$ cat config.mk
export PLATFORM = sky130hd
export DESIGN_NAME = yaw_select_velocity_rotator_core_flat
export DESIGN_NICKNAME = d
export VERILOG_FILES = /design/src/yvr_pkg.sv /design/src/yvr_if.sv /design/src/yvr_select.sv /design/src/yvr_cordic.sv /design/src/yaw_select_velocity_rotator_core.sv /design/src/flat_wrapper.sv
export SDC_FILE = /design/constraint.sdc
export NUM_CORES = 2
export LEC_CHECK = 0
export ABC_CLOCK_PERIOD_IN_PS = 12090
export BUFFER_PORTS_ARGS = -buffer_cell sky130_fd_sc_hd__buf_2
export CAP_MARGIN = 10
export CORE_MARGIN = 2
export CORE_UTILIZATION = 35
export CTS_CLUSTER_DIAMETER = 80
export CTS_CLUSTER_SIZE = 10
export DETAILED_ROUTE_END_ITERATION = 6
export GPL_TIMING_DRIVEN = 0
export SYNTH_ARGS = -nofsm -noshare
export SYNTH_HDL_FRONTEND = slang
export SYNTH_SLANG_ARGS = --single-unit
$ cat constraint.sdc
create_clock -name clk -period 12.09 [get_ports clk]
set_input_delay 0 -clock clk [delete_from_list [all_inputs] [get_ports clk]]
set_output_delay 0 -clock clk [all_outputs]
set_load 0.01 [all_outputs]
$ cat src/yvr_pkg.sv
// ----------------------------------------------------------------------------
// yvr_pkg: shared types and constants of the yaw select velocity rotator
// codes, fixed-point constants, the arctangent table and the sequencer types
// ----------------------------------------------------------------------------
package yvr_pkg;

	// number of cordic rotation steps, table holds up to 24
	localparam int ANGLE_STEPS_DEF = 16;
	localparam int ATAN_TABLE_SIZE = 24;
	localparam int ATAN_IDX_W      = 5;

	// angle accumulator, Q.24 radians, holds -yaw * 2048 for any 16-bit yaw
	localparam int ANGLE_W = 28;
	// rotation accumulator, Q.30 fraction on 16-bit velocities plus growth
	localparam int ACC_W   = 50;

	localparam logic signed [ANGLE_W-1:0] HALF_PI_Q24     = 28'sd26353589;
	localparam logic signed [ANGLE_W-1:0] NEG_HALF_PI_Q24 = -28'sd26353589;
	localparam logic signed [30:0]        CORDIC_GAIN_Q30 = 31'sd652032874;

	// configuration register indexes and reset values
	localparam logic [1:0] REG_CTRL_TIMEOUT = 2'd0;
	localparam logic [1:0] REG_SYNC_TIMEOUT = 2'd1;
	localparam logic [1:0] REG_ZERO_BAND    = 2'd2;

	localparam logic [15:0] CTRL_TIMEOUT_RST = 16'd500;
	localparam logic [15:0] SYNC_TIMEOUT_RST = 16'd200;
	localparam logic [9:0]  ZERO_BAND_RST    = 10'd1;

	// event kinds
	localparam logic [1:0] ACT_VEL  = 2'd0;
	localparam logic [1:0] ACT_ODOM = 2'd1;
	localparam logic [1:0] ACT_PLAN = 2'd2;
	localparam logic [1:0] ACT_SYNC = 2'd3;

	typedef enum logic [2:0] {
		ST_IDLE,
		ST_DECIDE,
		ST_QUAD,
		ST_MUL_X,
		ST_MUL_Y,
		ST_ITER,
		ST_FINISH
	} fsm_state_t;

	typedef enum logic [2:0] {
		OP_HOLD,
		OP_LOAD,
		OP_QUAD,
		OP_MUL_X,
		OP_MUL_Y,
		OP_STEP
	} cordic_op_t;

	typedef struct packed {
		logic quad_done;
		logic last_step;
	} cordic_stat_t;

	// atan(2^-i) in Q.24
	function automatic logic signed [ANGLE_W-1:0] atan_q24(input logic [ATAN_IDX_W-1:0] idx);
		logic signed [ANGLE_W-1:0] v;
		case (idx)
			5'd0:    v = 28'sd13176795;
			5'd1:    v = 28'sd7778716;
			5'd2:    v = 28'sd4110060;
			5'd3:    v = 28'sd2086331;
			5'd4:    v = 28'sd1047214;
			5'd5:    v = 28'sd524117;
			5'd6:    v = 28'sd262123;
			5'd7:    v = 28'sd131069;
			5'd8:    v = 28'sd65536;
			5'd9:    v = 28'sd32768;
			5'd10:   v = 28'sd16384;
			5'd11:   v = 28'sd8192;
			5'd12:   v = 28'sd4096;
			5'd13:   v = 28'sd2048;
			5'd14:   v = 28'sd1024;
			5'd15:   v = 28'sd512;
			5'd16:   v = 28'sd256;
			5'd17:   v = 28'sd128;
			5'd18:   v = 28'sd64;
			5'd19:   v = 28'sd32;
			5'd20:   v = 28'sd16;
			5'd21:   v = 28'sd8;
			5'd22:   v = 28'sd4;
			5'd23:   v = 28'sd2;
			default: v = '0;
		endcase
		return v;
	endfunction

endpackage

$ cat src/yvr_if.sv
// ----------------------------------------------------------------------------
// yvr_if: event and result channels
// valid/ready channels, a beat moves when valid and ready are both high
// ----------------------------------------------------------------------------
interface yvr_evt_if;
	logic               valid;
	logic               ready;
	logic [1:0]         action;
	logic [31:0]        event_time_ms;
	logic [47:0]        pose_stamp_us;
	logic signed [15:0] yaw_angle;
	logic signed [15:0] lin_x;
	logic signed [15:0] lin_y;
	logic signed [15:0] lin_z;
	logic signed [15:0] ang_x;
	logic signed [15:0] ang_y;
	logic signed [15:0] ang_z;

	modport source (
		output valid, action, event_time_ms, pose_stamp_us, yaw_angle,
		output lin_x, lin_y, lin_z, ang_x, ang_y, ang_z,
		input  ready
	);
	modport sink (
		input  valid, action, event_time_ms, pose_stamp_us, yaw_angle,
		input  lin_x, lin_y, lin_z, ang_x, ang_y, ang_z,
		output ready
	);
endinterface

interface yvr_res_if;
	logic               valid;
	logic               ready;
	logic signed [15:0] out_lin_x;
	logic signed [15:0] out_lin_y;
	logic signed [15:0] out_lin_z;
	logic signed [15:0] out_ang_x;
	logic signed [15:0] out_ang_y;
	logic signed [15:0] out_ang_z;
	logic               used_synced;

	modport source (
		output valid, out_lin_x, out_lin_y, out_lin_z,
		output out_ang_x, out_ang_y, out_ang_z, used_synced,
		input  ready
	);
	modport sink (
		input  valid, out_lin_x, out_lin_y, out_lin_z,
		input  out_ang_x, out_ang_y, out_ang_z, used_synced,
		output ready
	);
endinterface

$ cat src/yvr_select.sv
// ----------------------------------------------------------------------------
// yvr_select: dead band test and yaw source choice for one velocity command
// ----------------------------------------------------------------------------
module yvr_select (
	input  logic [15:0]        ctrl_timeout,
	input  logic [15:0]        sync_timeout,
	input  logic [9:0]         zero_band,
	input  logic               plan_seen,
	input  logic [31:0]        plan_time,
	input  logic               synced_valid,
	input  logic signed [15:0] synced_heading,
	input  logic [47:0]        synced_stamp,
	input  logic [31:0]        synced_arrival,
	input  logic signed [15:0] odom_heading,
	input  logic [47:0]        odom_stamp,
	input  logic [31:0]        now,
	input  logic signed [15:0] comp [6],
	output logic               dead,
	output logic               use_sync,
	output logic signed [15:0] yaw
);

	logic [31:0] ctrl_age;
	logic [31:0] sync_age;
	logic        ctrl_active;
	logic        sync_recent;
	logic        sync_fresh;
	logic [5:0]  below;

	always_comb begin
		for (int k = 0; k < 6; k++) begin
			logic [16:0] ext;
			logic [16:0] mag;
			ext = {comp[k][15], comp[k]};
			mag = comp[k][15] ? (17'd0 - ext) : ext;
			below[k] = mag < {7'd0, zero_band};
		end
	end

	assign dead        = &below;
	assign ctrl_age    = now - plan_time;
	assign sync_age    = now - synced_arrival;
	assign ctrl_active = plan_seen && (ctrl_age <= {16'd0, ctrl_timeout});
	assign sync_recent = synced_valid && (sync_age <= {16'd0, sync_timeout});
	assign sync_fresh  = synced_valid && (synced_stamp >= odom_stamp);
	assign use_sync    = ctrl_active && sync_recent && sync_fresh;
	assign yaw         = use_sync ? synced_heading : odom_heading;

endmodule

$ cat src/yvr_cordic.sv
// ----------------------------------------------------------------------------
// yvr_cordic: shared rotation datapath
// quarter turn reduction, gain multiply and one cordic step per cycle
// ----------------------------------------------------------------------------
module yvr_cordic #(
	parameter int ANGLE_STEPS = yvr_pkg::ANGLE_STEPS_DEF
) (
	input  logic                 clk,
	input  logic                 arst_n,
	input  yvr_pkg::cordic_op_t  op,
	input  logic signed [15:0]   yaw,
	input  logic signed [15:0]   lin_x,
	input  logic signed [15:0]   lin_y,
	output yvr_pkg::cordic_stat_t stat,
	output logic signed [15:0]   res_x,
	output logic signed [15:0]   res_y
);

	localparam int AW = yvr_pkg::ACC_W;
	localparam int TW = yvr_pkg::ANGLE_W;
	localparam int SW = $clog2(ANGLE_STEPS);

	logic signed [AW-1:0] x_q;
	logic signed [AW-1:0] y_q;
	logic signed [TW-1:0] t_q;
	logic [SW-1:0]        step_q;

	logic signed [TW-1:0] t_init;
	logic signed [16:0]   mul_a;
	logic signed [47:0]   prod;
	logic signed [AW-1:0] prod_ext;
	logic signed [AW-1:0] dx;
	logic signed [AW-1:0] dy;
	logic signed [TW-1:0] atan_v;

	function automatic logic signed [15:0] round_sat(input logic signed [AW-1:0] v);
		logic signed [AW-1:0]    r;
		logic signed [AW-31:0]   q;
		logic signed [15:0]      o;
		r = v + (AW'(1) <<< 29);
		q = r[AW-1:30];
		if (q > (AW-30)'(32767))
			o = 16'sh7fff;
		else if (q < -(AW-30)'(32768))
			o = 16'sh8000;
		else
			o = q[15:0];
		return o;
	endfunction

	// angle is -yaw in Q.24
	assign t_init   = -({{(TW-16){yaw[15]}}, yaw} <<< 11);
	assign mul_a    = (op == yvr_pkg::OP_MUL_Y) ? y_q[16:0] : x_q[16:0];
	assign prod     = mul_a * yvr_pkg::CORDIC_GAIN_Q30;
	assign prod_ext = {{(AW-48){prod[47]}}, prod};
	assign dx       = y_q >>> step_q;
	assign dy       = x_q >>> step_q;
	assign atan_v   = yvr_pkg::atan_q24(yvr_pkg::ATAN_IDX_W'(step_q));

	assign stat.quad_done = !(t_q > yvr_pkg::HALF_PI_Q24) && !(t_q < yvr_pkg::NEG_HALF_PI_Q24);
	assign stat.last_step = step_q == SW'(ANGLE_STEPS - 1);

	assign res_x = round_sat(x_q);
	assign res_y = round_sat(y_q);

	always_ff @(posedge clk or negedge arst_n) begin
		if (!arst_n) begin
			step_q <= '0;
		end else begin
			case (op)
				yvr_pkg::OP_LOAD: step_q <= '0;
				yvr_pkg::OP_STEP: step_q <= step_q + 1'b1;
				default:          step_q <= step_q;
			endcase
		end
	end

	always_ff @(posedge clk) begin
		unique case (op)
			yvr_pkg::OP_LOAD: begin
				x_q <= {{(AW-16){lin_x[15]}}, lin_x};
				y_q <= {{(AW-16){lin_y[15]}}, lin_y};
				t_q <= t_init;
			end
			yvr_pkg::OP_QUAD: begin
				// one quarter turn a cycle until the angle is within half pi
				if (t_q > yvr_pkg::HALF_PI_Q24) begin
					x_q <= -y_q;
					y_q <= x_q;
					t_q <= t_q - yvr_pkg::HALF_PI_Q24;
				end else if (t_q < yvr_pkg::NEG_HALF_PI_Q24) begin
					x_q <= y_q;
					y_q <= -x_q;
					t_q <= t_q + yvr_pkg::HALF_PI_Q24;
				end
			end
			yvr_pkg::OP_MUL_X: x_q <= prod_ext;
			yvr_pkg::OP_MUL_Y: y_q <= prod_ext;
			yvr_pkg::OP_STEP: begin
				if (!t_q[TW-1]) begin
					x_q <= x_q - dx;
					y_q <= y_q + dy;
					t_q <= t_q - atan_v;
				end else begin
					x_q <= x_q + dx;
					y_q <= y_q - dy;
					t_q <= t_q + atan_v;
				end
			end
			yvr_pkg::OP_HOLD: ;
			default: ;
		endcase
	end

endmodule

$ cat src/yaw_select_velocity_rotator_core.sv
// ----------------------------------------------------------------------------
// yaw_select_velocity_rotator_core: rotates planar velocity commands by yaw
// keeps odometry, plan hint and synced odometry state, rotates lin_x/lin_y
// ----------------------------------------------------------------------------
// Odometry, plan hint and synced odometry beats update internal state in the
// cycle they are accepted and produce no result; the block is ready again at
// once. A velocity command takes the block out of service until its result
// sits in the output register: the yaw is picked and the dead band tested,
// then come the quarter-turn reduction, the cordic gain multiply of x and then
// of y on the one shared 17x31 multiplier, the cordic steps, and the round and
// saturate into the output register. A dead band command goes straight from
// the decision to the output register, and a command with no odometry yet is
// dropped after the decision. The result register parts the two sides, so the
// next event beat is taken while a result still waits for the sink; a
// following command stalls in its finish state only if that result has not
// left yet.
// ----------------------------------------------------------------------------
module yaw_select_velocity_rotator_core #(
	parameter int ANGLE_STEPS = yvr_pkg::ANGLE_STEPS_DEF
) (
	input  logic        clk,
	input  logic        arst_n,
	input  logic        cfg_we,
	input  logic [1:0]  cfg_index,
	input  logic [15:0] cfg_data,
	yvr_evt_if.sink     evt,
	yvr_res_if.source   res
);

	// configuration registers
	logic [15:0] ctrl_timeout_q;
	logic [15:0] sync_timeout_q;
	logic [9:0]  zero_band_q;

	// event state
	logic               odom_valid_q;
	logic signed [15:0] odom_heading_q;
	logic [47:0]        odom_stamp_q;
	logic               plan_seen_q;
	logic [31:0]        plan_time_q;
	logic               synced_valid_q;
	logic signed [15:0] synced_heading_q;
	logic [47:0]        synced_stamp_q;
	logic [31:0]        synced_arrival_q;

	// latched command
	logic [31:0]        now_q;
	logic signed [15:0] comp_q [6];

	// sequencer
	yvr_pkg::fsm_state_t   state_q;
	yvr_pkg::fsm_state_t   state_d;
	yvr_pkg::cordic_op_t   op;
	yvr_pkg::cordic_stat_t cstat;
	logic                  evt_ready;
	logic                  res_wr;
	logic                  out_free;
	logic                  evt_fire;

	// decision
	logic               dead;
	logic               use_sync;
	logic signed [15:0] yaw;
	logic               dead_q;
	logic               use_sync_q;
	logic signed [15:0] rot_x;
	logic signed [15:0] rot_y;

	// result register
	logic               res_valid_q;
	logic signed [15:0] out_lin_x_q;
	logic signed [15:0] out_lin_y_q;
	logic signed [15:0] out_lin_z_q;
	logic signed [15:0] out_ang_x_q;
	logic signed [15:0] out_ang_y_q;
	logic signed [15:0] out_ang_z_q;
	logic               used_synced_q;

	assign evt_fire = evt.valid && evt_ready;
	assign out_free = !res_valid_q || res.ready;

	// configuration writes, unknown index ignored
	always_ff @(posedge clk or negedge arst_n) begin
		if (!arst_n) begin
			ctrl_timeout_q <= yvr_pkg::CTRL_TIMEOUT_RST;
			sync_timeout_q <= yvr_pkg::SYNC_TIMEOUT_RST;
			zero_band_q    <= yvr_pkg::ZERO_BAND_RST;
		end else if (cfg_we) begin
			unique case (cfg_index)
				yvr_pkg::REG_CTRL_TIMEOUT: ctrl_timeout_q <= cfg_data;
				yvr_pkg::REG_SYNC_TIMEOUT: sync_timeout_q <= cfg_data;
				yvr_pkg::REG_ZERO_BAND:    zero_band_q    <= cfg_data[9:0];
				default: ;
			endcase
		end
	end

	// event state updates on accepted beats
	always_ff @(posedge clk or negedge arst_n) begin
		if (!arst_n) begin
			odom_valid_q     <= 1'b0;
			odom_heading_q   <= '0;
			odom_stamp_q     <= '0;
			plan_seen_q      <= 1'b0;
			plan_time_q      <= '0;
			synced_valid_q   <= 1'b0;
			synced_heading_q <= '0;
			synced_stamp_q   <= '0;
			synced_arrival_q <= '0;
		end else if (evt_fire) begin
			unique case (evt.action)
				yvr_pkg::ACT_ODOM: begin
					odom_valid_q   <= 1'b1;
					odom_heading_q <= evt.yaw_angle;
					odom_stamp_q   <= evt.pose_stamp_us;
				end
				yvr_pkg::ACT_PLAN: begin
					plan_seen_q <= 1'b1;
					plan_time_q <= evt.event_time_ms;
				end
				yvr_pkg::ACT_SYNC: begin
					// synced odometry also seeds an empty odometry slot
					if (!odom_valid_q) begin
						odom_valid_q   <= 1'b1;
						odom_heading_q <= evt.yaw_angle;
						odom_stamp_q   <= evt.pose_stamp_us;
					end
					synced_valid_q   <= 1'b1;
					synced_heading_q <= evt.yaw_angle;
					synced_stamp_q   <= evt.pose_stamp_us;
					synced_arrival_q <= evt.event_time_ms;
				end
				default: ;
			endcase
		end
	end

	// command capture, held for the whole rotation
	always_ff @(posedge clk) begin
		if (evt_fire && evt.action == yvr_pkg::ACT_VEL) begin
			now_q     <= evt.event_time_ms;
			comp_q[0] <= evt.lin_x;
			comp_q[1] <= evt.lin_y;
			comp_q[2] <= evt.lin_z;
			comp_q[3] <= evt.ang_x;
			comp_q[4] <= evt.ang_y;
			comp_q[5] <= evt.ang_z;
		end
		if (state_q == yvr_pkg::ST_DECIDE) begin
			dead_q     <= dead;
			use_sync_q <= use_sync;
		end
	end

	yvr_select u_select (
		.ctrl_timeout   (ctrl_timeout_q),
		.sync_timeout   (sync_timeout_q),
		.zero_band      (zero_band_q),
		.plan_seen      (plan_seen_q),
		.plan_time      (plan_time_q),
		.synced_valid   (synced_valid_q),
		.synced_heading (synced_heading_q),
		.synced_stamp   (synced_stamp_q),
		.synced_arrival (synced_arrival_q),
		.odom_heading   (odom_heading_q),
		.odom_stamp     (odom_stamp_q),
		.now            (now_q),
		.comp           (comp_q),
		.dead           (dead),
		.use_sync       (use_sync),
		.yaw            (yaw)
	);

	yvr_cordic #(
		.ANGLE_STEPS (ANGLE_STEPS)
	) u_cordic (
		.clk    (clk),
		.arst_n (arst_n),
		.op     (op),
		.yaw    (yaw),
		.lin_x  (comp_q[0]),
		.lin_y  (comp_q[1]),
		.stat   (cstat),
		.res_x  (rot_x),
		.res_y  (rot_y)
	);

	// sequencer state register
	always_ff @(posedge clk or negedge arst_n) begin
		if (!arst_n)
			state_q <= yvr_pkg::ST_IDLE;
		else
			state_q <= state_d;
	end

	// next state
	always_comb begin
		state_d = state_q;
		unique case (state_q)
			yvr_pkg::ST_IDLE: begin
				if (evt_fire && evt.action == yvr_pkg::ACT_VEL)
					state_d = yvr_pkg::ST_DECIDE;
			end
			yvr_pkg::ST_DECIDE: begin
				// dead band wins even before odometry, else drop without odometry
				if (dead)
					state_d = yvr_pkg::ST_FINISH;
				else if (!odom_valid_q)
					state_d = yvr_pkg::ST_IDLE;
				else
					state_d = yvr_pkg::ST_QUAD;
			end
			yvr_pkg::ST_QUAD: begin
				if (cstat.quad_done)
					state_d = yvr_pkg::ST_MUL_X;
			end
			yvr_pkg::ST_MUL_X: state_d = yvr_pkg::ST_MUL_Y;
			yvr_pkg::ST_MUL_Y: state_d = yvr_pkg::ST_ITER;
			yvr_pkg::ST_ITER: begin
				if (cstat.last_step)
					state_d = yvr_pkg::ST_FINISH;
			end
			yvr_pkg::ST_FINISH: begin
				if (out_free)
					state_d = yvr_pkg::ST_IDLE;
			end
			default: state_d = yvr_pkg::ST_IDLE;
		endcase
	end

	// sequencer outputs
	always_comb begin
		op        = yvr_pkg::OP_HOLD;
		evt_ready = 1'b0;
		res_wr    = 1'b0;
		unique case (state_q)
			yvr_pkg::ST_IDLE:   evt_ready = 1'b1;
			yvr_pkg::ST_DECIDE: op = yvr_pkg::OP_LOAD;
			yvr_pkg::ST_QUAD:   op = yvr_pkg::OP_QUAD;
			yvr_pkg::ST_MUL_X:  op = yvr_pkg::OP_MUL_X;
			yvr_pkg::ST_MUL_Y:  op = yvr_pkg::OP_MUL_Y;
			yvr_pkg::ST_ITER:   op = yvr_pkg::OP_STEP;
			yvr_pkg::ST_FINISH: res_wr = out_free;
			default: ;
		endcase
	end

	// result register
	always_ff @(posedge clk or negedge arst_n) begin
		if (!arst_n)
			res_valid_q <= 1'b0;
		else if (res_wr)
			res_valid_q <= 1'b1;
		else if (res.ready)
			res_valid_q <= 1'b0;
	end

	always_ff @(posedge clk) begin
		if (res_wr) begin
			if (dead_q) begin
				out_lin_x_q   <= '0;
				out_lin_y_q   <= '0;
				out_lin_z_q   <= '0;
				out_ang_x_q   <= '0;
				out_ang_y_q   <= '0;
				out_ang_z_q   <= '0;
				used_synced_q <= 1'b0;
			end else begin
				out_lin_x_q   <= rot_x;
				out_lin_y_q   <= rot_y;
				out_lin_z_q   <= comp_q[2];
				out_ang_x_q   <= comp_q[3];
				out_ang_y_q   <= comp_q[4];
				out_ang_z_q   <= comp_q[5];
				used_synced_q <= use_sync_q;
			end
		end
	end

	assign evt.ready       = evt_ready;
	assign res.valid       = res_valid_q;
	assign res.out_lin_x   = out_lin_x_q;
	assign res.out_lin_y   = out_lin_y_q;
	assign res.out_lin_z   = out_lin_z_q;
	assign res.out_ang_x   = out_ang_x_q;
	assign res.out_ang_y   = out_ang_y_q;
	assign res.out_ang_z   = out_ang_z_q;
	assign res.used_synced = used_synced_q;

	// a dead band beat leaves as all zeros with the odometry yaw flag clear
	a_dead_zero: assert property (@(posedge clk) disable iff (!arst_n)
		(state_q == yvr_pkg::ST_FINISH && dead_q && out_free) |=>
		(res.valid && res.out_lin_x == 16'sd0 && res.out_lin_y == 16'sd0 &&
		 res.used_synced == 1'b0))
		else $error("dead band result not zero");

	// quarter turn reduction always ends with the angle within half pi
	a_quad_bound: assert property (@(posedge clk) disable iff (!arst_n)
		(state_q == yvr_pkg::ST_QUAD && $past(state_q == yvr_pkg::ST_QUAD) &&
		 $past(state_q == yvr_pkg::ST_QUAD, 2)) |-> cstat.quad_done)
		else $error("quarter turn reduction did not settle");

	// the synced yaw is only ever used once a plan hint and a synced yaw exist
	a_sync_source: assert property (@(posedge clk) disable iff (!arst_n)
		(res.valid && res.used_synced) |-> (synced_valid_q && plan_seen_q))
		else $error("synced yaw used without its state");

endmodule
$ cat src/flat_wrapper.sv
// flat-port wrapper written by rule: the top's interface ports become plain ports
module yaw_select_velocity_rotator_core_flat 
#(
	parameter int ANGLE_STEPS = yvr_pkg::ANGLE_STEPS_DEF
)
  (clk, arst_n, cfg_we, cfg_index, cfg_data, evt_valid, evt_action, evt_event_time_ms, evt_pose_stamp_us, evt_yaw_angle, evt_lin_x, evt_lin_y, evt_lin_z, evt_ang_x, evt_ang_y, evt_ang_z, evt_ready, res_valid, res_out_lin_x, res_out_lin_y, res_out_lin_z, res_out_ang_x, res_out_ang_y, res_out_ang_z, res_used_synced, res_ready);
  yvr_evt_if evt_i ();
  yvr_res_if res_i ();
  input  logic clk;
  input  logic arst_n;
  input  logic cfg_we;
  input  logic [1:0] cfg_index;
  input  logic [15:0] cfg_data;
  input wire logic [$bits(evt_i.valid)-1:0] evt_valid;
  input wire logic [$bits(evt_i.action)-1:0] evt_action;
  input wire logic [$bits(evt_i.event_time_ms)-1:0] evt_event_time_ms;
  input wire logic [$bits(evt_i.pose_stamp_us)-1:0] evt_pose_stamp_us;
  input wire logic [$bits(evt_i.yaw_angle)-1:0] evt_yaw_angle;
  input wire logic [$bits(evt_i.lin_x)-1:0] evt_lin_x;
  input wire logic [$bits(evt_i.lin_y)-1:0] evt_lin_y;
  input wire logic [$bits(evt_i.lin_z)-1:0] evt_lin_z;
  input wire logic [$bits(evt_i.ang_x)-1:0] evt_ang_x;
  input wire logic [$bits(evt_i.ang_y)-1:0] evt_ang_y;
  input wire logic [$bits(evt_i.ang_z)-1:0] evt_ang_z;
  output wire logic [$bits(evt_i.ready)-1:0] evt_ready;
  output wire logic [$bits(res_i.valid)-1:0] res_valid;
  output wire logic [$bits(res_i.out_lin_x)-1:0] res_out_lin_x;
  output wire logic [$bits(res_i.out_lin_y)-1:0] res_out_lin_y;
  output wire logic [$bits(res_i.out_lin_z)-1:0] res_out_lin_z;
  output wire logic [$bits(res_i.out_ang_x)-1:0] res_out_ang_x;
  output wire logic [$bits(res_i.out_ang_y)-1:0] res_out_ang_y;
  output wire logic [$bits(res_i.out_ang_z)-1:0] res_out_ang_z;
  output wire logic [$bits(res_i.used_synced)-1:0] res_used_synced;
  input wire logic [$bits(res_i.ready)-1:0] res_ready;
  assign evt_i.valid = evt_valid;
  assign evt_i.action = evt_action;
  assign evt_i.event_time_ms = evt_event_time_ms;
  assign evt_i.pose_stamp_us = evt_pose_stamp_us;
  assign evt_i.yaw_angle = evt_yaw_angle;
  assign evt_i.lin_x = evt_lin_x;
  assign evt_i.lin_y = evt_lin_y;
  assign evt_i.lin_z = evt_lin_z;
  assign evt_i.ang_x = evt_ang_x;
  assign evt_i.ang_y = evt_ang_y;
  assign evt_i.ang_z = evt_ang_z;
  assign evt_ready = evt_i.ready;
  assign res_valid = res_i.valid;
  assign res_out_lin_x = res_i.out_lin_x;
  assign res_out_lin_y = res_i.out_lin_y;
  assign res_out_lin_z = res_i.out_lin_z;
  assign res_out_ang_x = res_i.out_ang_x;
  assign res_out_ang_y = res_i.out_ang_y;
  assign res_out_ang_z = res_i.out_ang_z;
  assign res_used_synced = res_i.used_synced;
  assign res_i.ready = res_ready;
  yaw_select_velocity_rotator_core #(.ANGLE_STEPS(ANGLE_STEPS)) u_core (.clk(clk), .arst_n(arst_n), .cfg_we(cfg_we), .cfg_index(cfg_index), .cfg_data(cfg_data), .evt(evt_i), .res(res_i));
endmodule
## After elaboration in Yosys (flattened, before gate mapping)

Memory sizes are Yosys's and may differ from the RTL's.
Index checks and enable logic that the tools add are counted.

| word-level totals | value |
|---|---|
| register bits after elaboration | 600 |
| latch bits | 0 |
| memory bits (writable) | 0 |
| ROM bits | 384 |
| input port bits | 217 |
| output and inout port bits | 99 |
| logic and storage cells | 177 |
| memories | 1 |

Memory list:

| memory | words | width | rd ports | clocked after memory_dff | wr ports | RTL line | text |
|---|---|---|---|---|---|---|---|
| (no name shown) | 16 | 24 | 1 | 0 | 0 | yvr_pkg.sv:63 | `case (idx)` |

| cells by class | value |
|---|---|
| add/subtract/negate cells | 22 |
| multipliers | 1 |
| div/mod/pow operators | 0 |
| magnitude comparators | 15 |
| eq/ne operators | 23 |
| shifts and indexed selects | 2 |
| muxes and demuxes | 41 |
| bitwise operators | 0 |
| reductions and logical operators | 36 |

Operators with widths:

| kind | count |
|---|---|
| $pmux W50 S4 | 2 |
| $mux W50 | 6 |
| $mux W17 | 7 |
| $lt A17 B10 Y1 | 6 |
| $sub A1 B16 Y17 const A | 6 |
| $add A50 B31 Y50 const B | 2 |
| $add A50 B50 Y50 | 2 |
| $neg A50 Y50 | 2 |
| $sshr A50 B4 Y50 | 2 |
| $sub A50 B50 Y50 | 2 |
| $pmux W48 S2 | 1 |
| $mux W28 | 3 |
| $pmux W28 S3 | 1 |
| $le A32 B16 Y1 | 2 |
| $mux W16 | 4 |
| $sub A32 B32 Y32 | 2 |
| $ge A48 B48 Y1 | 1 |
| $mux W48 | 1 |
| $mul A17 B30 Y47 const B | 1 |
| $gt A20 B16 Y1 const B | 2 |
| $lt A20 B16 Y1 const B | 2 |
| $pmux W16 S2 | 1 |
| $mux W15 | 2 |
| $add A28 B26 Y28 const B | 1 |
| other kinds (35) | 79 |

## Logic depth before layout (Yosys ltp)

| depth | value |
|---|---|
| depth after elaboration | 8 |
| gate-level depth with buffers | 35 |
| mapped depth without buffers | 32 |

## Cells and area by module

From an unflattened synthesis, not the netlist that was laid out.

| unflattened totals | value |
|---|---|
| cells, all modules | 6486 |
| area, all modules | 60593.1 um^2 |

By module, submodules not included:

| module | instances | cells an instance | area an instance (um^2) | sequential area each (um^2) |
|---|---|---|---|---|
| yvr_cordic | 1 | 4246 | 34351.7 | 3943.8 |
| yaw_select_velocity_rotator_core | 1 | 873 | 16803.6 | 12859.8 |
| yvr_select | 1 | 1367 | 9437.8 | 0.0 |

## Worst setup path before layout

No wires, ideal clock.

| timing path | value |
|---|---|
| kind | register to register |
| start point | reg u_core.state_q[1] |
| end point | reg u_core.state_q[2] |
| setup time | 0.078 ns |
| data arrival time | 11.099 ns |
| required time | 12.012 ns |
| path slack | 0.913 ns |
| cell stages (with the launch flop) | 9 |
| buffers on the path | 1 |
| clock period less this slack | 11.177 ns |
| cells stage by stage | dfrtp_1 clkbuf_1 nor3_1 nand2_1 nor3_1 a2111oi_0 nor3_1 a21oi_1 a21oi_1 |

| on the way | value |
|---|---|
| cells in the longest elaborated chain, start to end | 6 |
| elaborated cells between the ends (all ways) | 16 |
| those cells by class | eq/ne (10); mux (2); reduce/logical (4) |

RTL lines:

| what | RTL line | text |
|---|---|---|
| start, declared | yaw_select_velocity_rotator_core.sv:51 | `yvr_pkg::fsm_state_t state_q;` |
| start signal, assigned | yaw_select_velocity_rotator_core.sv:191 | `state_q <= yvr_pkg::ST_IDLE;` |
| start signal, assigned | yaw_select_velocity_rotator_core.sv:193 | `state_q <= state_d;` |
| $logic_not A3 Y1 | yaw_select_velocity_rotator_core.sv:236 | `unique case (state_q)` |
| $mux W1 | yaw_select_velocity_rotator_core.sv:236 |  |
| via evt_ready | flat_wrapper.sv:25 | `output wire logic [$bits(evt_i.ready)-1:0] evt_ready;` |
| $logic_and A1 B1 Y1 | yaw_select_velocity_rotator_core.sv:79 | `assign evt_fire = evt.valid && evt_ready;` |
| $logic_and A1 B1 Y1 | yaw_select_velocity_rotator_core.sv:201 | `if (evt_fire && evt.action == yvr_pkg::ACT_VEL)` |
| $ne A2 B1 Y1 (no source line) | - |  |
| $reduce_and A4 Y1 (no source line) | - |  |

The timed path passes the listed nets, and every way through them passes these cells.
A chain may end at the register's enable or synchronous reset.

## Worst setup path in the final report

| timing path | value |
|---|---|
| start point | reg u_core.state_q[2] |
| end point | reg u_core.u_cordic.x_q[44], data pin |

| on the way | value |
|---|---|
| cells in the longest elaborated chain, start to end | 6 |
| elaborated cells between the ends (all ways) | 14 |
| those cells by class | mul (1); eq/ne (10); mux (3) |

RTL lines:

| what | RTL line | text |
|---|---|---|
| $eq A3 B3 Y1 (tied with other cells) | yaw_select_velocity_rotator_core.sv:236 |  |
| $pmux W3 S5 * | yaw_select_velocity_rotator_core.sv:236 |  |
| $eq A3 B3 Y1 | yvr_cordic.sv:53 | `assign mul_a = (op == yvr_pkg::OP_MUL_Y) ? y_q[16:0] : x_q[16:0];` |
| $mux W17 | yvr_cordic.sv:53 |  |
| $mul A17 B30 Y47 | yvr_cordic.sv:54 | `assign prod = mul_a * yvr_pkg::CORDIC_GAIN_Q30;` |
| $pmux W50 S4 * | yvr_cordic.sv:79 | `unique case (op)` |
| end signal, assigned | yvr_cordic.sv:81 | `x_q <= {{(AW-16){lin_x[15]}}, lin_x};` |
| end signal, assigned | yvr_cordic.sv:88 | `x_q <= -y_q;` |
| end signal, assigned | yvr_cordic.sv:92 | `x_q <= y_q;` |
| end, declared | yvr_cordic.sv:23 | `logic signed [AW-1:0] x_q;` |

Mark *: on every way between the ends. The rest lies on a longest branch, timed or not.

==> summary.md <==
| Metric | Value |
|---|---|
| Avg WL per Cell | 25.1 um |
| Vias | 53,124 |
| Clk root buf | clkbuf_16 |
| Top-count cell post-synth | inv_1 |
| Status | complete, no violations |
| Sequential fraction of the synthesis area | 28.5% |
| XOR/XNOR Fraction of Synth Area | 7.81% |
| Initial drt markers | 5,653 |
| Worst slew pin tran | 1.45 ns |
| Initial core utilization | 35.2% |
| Clk slew on worst S/H paths | 0.06 ns |
| Clock Latency Late Sink | 0.72 ns |
| CP max stage cell | a221oi_1 |
| Synthesized flop and latch total | 600 |
| Origin of the critical flop-to-flop path | u_core.state_q[2] |
| Die W | 414 um |
| Mapped Cells | 6,277 |
| Layout area overhead | 16.8% |
| Period utilization | 95.8% |
| Post-Syn Area | 58,900 sq um |
| Ys flop type | edfxtp_1 |
| Layout cells sized above 1 | 13.1% |
| Final Hold Viols | 0 |
| Final worst slack | 0.512 ns |
| Critical path arrival | 11.99 ns |
| Worst path max stage delay | 0.70 ns |
| Yosys warns | 0 |
| Total CTS buffers | 75 |
| Synth top area share | 18.1% |
| Crit Reg-Reg Endpoint | u_core.u_cordic.x_q[44] |
| Mux cell area share after synthesis | 10.5% |
| Flop2flop setup slack | 0.51 ns |
| Nets | 7,902 |
| Post-synthesis compound-gate area fraction | 16.4% |
| Port Buf Inserts | 315 |
| Startpoint Class | flop |
| CP Data Required Time | 12.50 ns |
| Slew HR | 3.23% |
| CTS tree | done |
| Largest net degree at the start of global routing | 118 |
| Critical path class | reg2reg |
| Largest family of logic cells by synthesized area | adder cells |
| TritonCTS sink count | 600 |
| Max-cap violation count | 0 |
| Clock Path Buffers | 3 |
| Max Clk Rate | 86.4 MHz |
| Placement Setup Slack | -0.274 ns |
| First-pass DRT Iterations | 6 |
| EDFF count, synth | 355 |
| Adder-cell share of the synthesized area | 17.7% |
| Top Ports | 316 |
| Htree depth | 3 |
| Post-Synth Simple-Gate Area | 13.5% |
| Final setup vio count | 0 |
| Drt drc | 0 |
| Hold Crit Depth | 2 |
| Worst setup path startpoint | u_core.state_q[2] |
| Vias in the first global route | 53,275 |
| Critical Path Most Common Cell | inv_1 |
| HPWL Detailed | 185,000 um |
| Initial antenna violation count | 18 |
| DR vias/cell | 5.76 |
| Global route overflow | 0 |
| Critical path fanouts, max | 10 |
| Synth area leaders | edfxtp_1 18%, ha_1 11%, dfrtp_1 10% |
| # rows | 150 |
| CP endpoint kind | flop |
| Chip Height | 414 um |
| Global-route usage over all layers | 26.4% |
| RSZ-0062 raised after global routing | no |
| RD Place Congestion | 1.05 |
| Worst Reg2Reg Path Length in Cells | 33 |
| Post-layout minimum cycle time | 11.58 ns |
| Post-synthesis area per instance | 9.38 sq um |
| Slew Viols, Final | 0 |
| Die area | 172,000 sq um |
| Core area | 167,000 sq um |
| Count of unique library cells instantiated by Yosys | 100 |
| Hold Path Sink | u_core.comp_q[62] |
| Cell taking the most area after synthesis | edfxtp_1 |
| Most frequent cells after synthesis | 548 x inv_1, 518 x ha_1, 513 x nand2_1 |
| Hold Startpoint | evt_lin_z[14] |
| Net Count, Synth | 7,209 |
| Final ANT Viol Nets | 0 |
| First-pass GRT wire length | 343,000 um |
| Hold Crit Class | in2reg |
| WL final | 232,000 um |
| Clk_skew | 0.0522 ns |
| Async SR Flop Fraction | 40.8% |
area by class of cell:
cell class / count / area [sq um]
Multi-Input combinational cell: 4833 / 38900
Buffer: 295 / 1210
Tap cell: 2204 / 2760
Antenna cell: 12 / 30.0
Clock inverter: 17 / 191
Timing Repair Buffer: 617 / 4820
Clock buffer: 101 / 2040
Sequential cell: 600 / 16800
Inverter: 548 / 2060
Fill cell: 16374 / 98400
placed cells by master, fill, tap and decap left out, types with 28 or more instances in the layout:
cell	count
nand2_1	513
buf_1	39
nand2b_1	94
and2_1	43
clkbuf_16	77
dfrtp_1	235
o31ai_1	43
o22ai_1	42
nor3_1	97
nand3_1	97
nand4_1	53
o21bai_1	31
o21a_1	51
dlygate4sd3_1	267
a21oi_1	429
a31oi_1	80
or3_1	38
ha_1	518
a221oi_1	36
mux4_2	107
a211oi_1	44
mux2_2	244
fa_1	197
and3_1	58
xor2_1	183
edfxtp_1	355
xnor2_1	340
a21o_1	145
o211ai_1	28
buf_2	352
clkbuf_1	226
inv_1	548
nor2_1	364
o21ai_0	375
nor2b_1	115
mux2i_1	80
nor4_1	30
layer usage:
layer / wire length [um] / vias to the layer above / track usage [%]
li1: - / 23979 / -
met1: 92400 / 26009 / 33.4
met2: 105000 / 2519 / 42.4
met3: 21700 / 607 / 5.97
met4: 13000 / 10 / 13.4
met5: 60 / - / 0
through the flow:
step	area, sq um	instances	utilization (%)	hold slack [ns]	TNS, ns
after floorplan	58900	6277	-	-0.296	0
after global placement	63200	8796	37.8	0.178	-628.17
after detailed placement	63800	8829	38.2	-0.154	-0.398
after CTS	68700	9214	41.1	0.00150	0
after global routing	68800	9225	41.1	0.0235	0
final	68800	9227	41.1	0.0259	0
how the worst max path moves through the flow:
stage | to | slack [ns]
2_1_floorplan | u_core.state_q[2] | 0.91
3_3_place_gp | u_core.state_q[2] | -5.66
3_5_place_dp | u_core.u_cordic.x_q[44] | -0.27
4_1_cts | u_core.u_cordic.x_q[44] | 0.09
5_1_grt | u_core.u_cordic.x_q[44] | 0.08
6_report | u_core.u_cordic.x_q[44] | 0.51
worst max-delay path: cells and delay by family (launching register included):
family / cells / cell delay (ns)
simple gates: 7 / 1.67
fa+ha+maj: 7 / 3.74
compound gates: 9 / 3.12
flops: 1 / 0.42
buf+inv: 9 / 2.07
xor+xnor: 1 / 0.26
kinds of logic (layout without fill, tap and decap cells):
family,after synthesis,after routing
AOI/OAI and AO/OA,1529,1529
buffers and inverters,844,1578
and+or+nand+nor,1625,1625
other,0,12
adders and majority gates,715,715
DFF,600,600
xor gates and xnor gates,524,524
muxes,440,440
sequential cells by signal (all words and copies together), names as in the netlist, 10 cells and up:
register and cells:
u_core.res.out_lin_x 16, u_core.odom_heading_q 16, u_core.res.out_ang_y 16, u_core.res.out_ang_x 16
u_core.res.out_lin_z 16, u_core.ctrl_timeout_q 16, u_core.synced_heading_q 16, u_core.plan_time_q 32
u_core.odom_stamp_q 48, u_core.synced_arrival_q 32, u_core.sync_timeout_q 16, u_core.synced_stamp_q 48
u_core.zero_band_q 10, u_core.now_q 32, u_core.res.out_lin_y 16, u_core.u_cordic.y_q 50
u_core.u_cordic.t_q 28, u_core.comp_q 96, u_core.res.out_ang_z 16, u_core.u_cordic.x_q 50
what timing repair did:
action	4_1_cts	5_1_grt
endpoints found under the setup margin	2	10
hold buffers	267	0
resized for setup	1	3
setup buffers	0	0
endpoints found under the hold margin	631	0
Power is not shown: default switching activity piles up to over one toggle a cycle in this logic, so the estimate is an artifact.
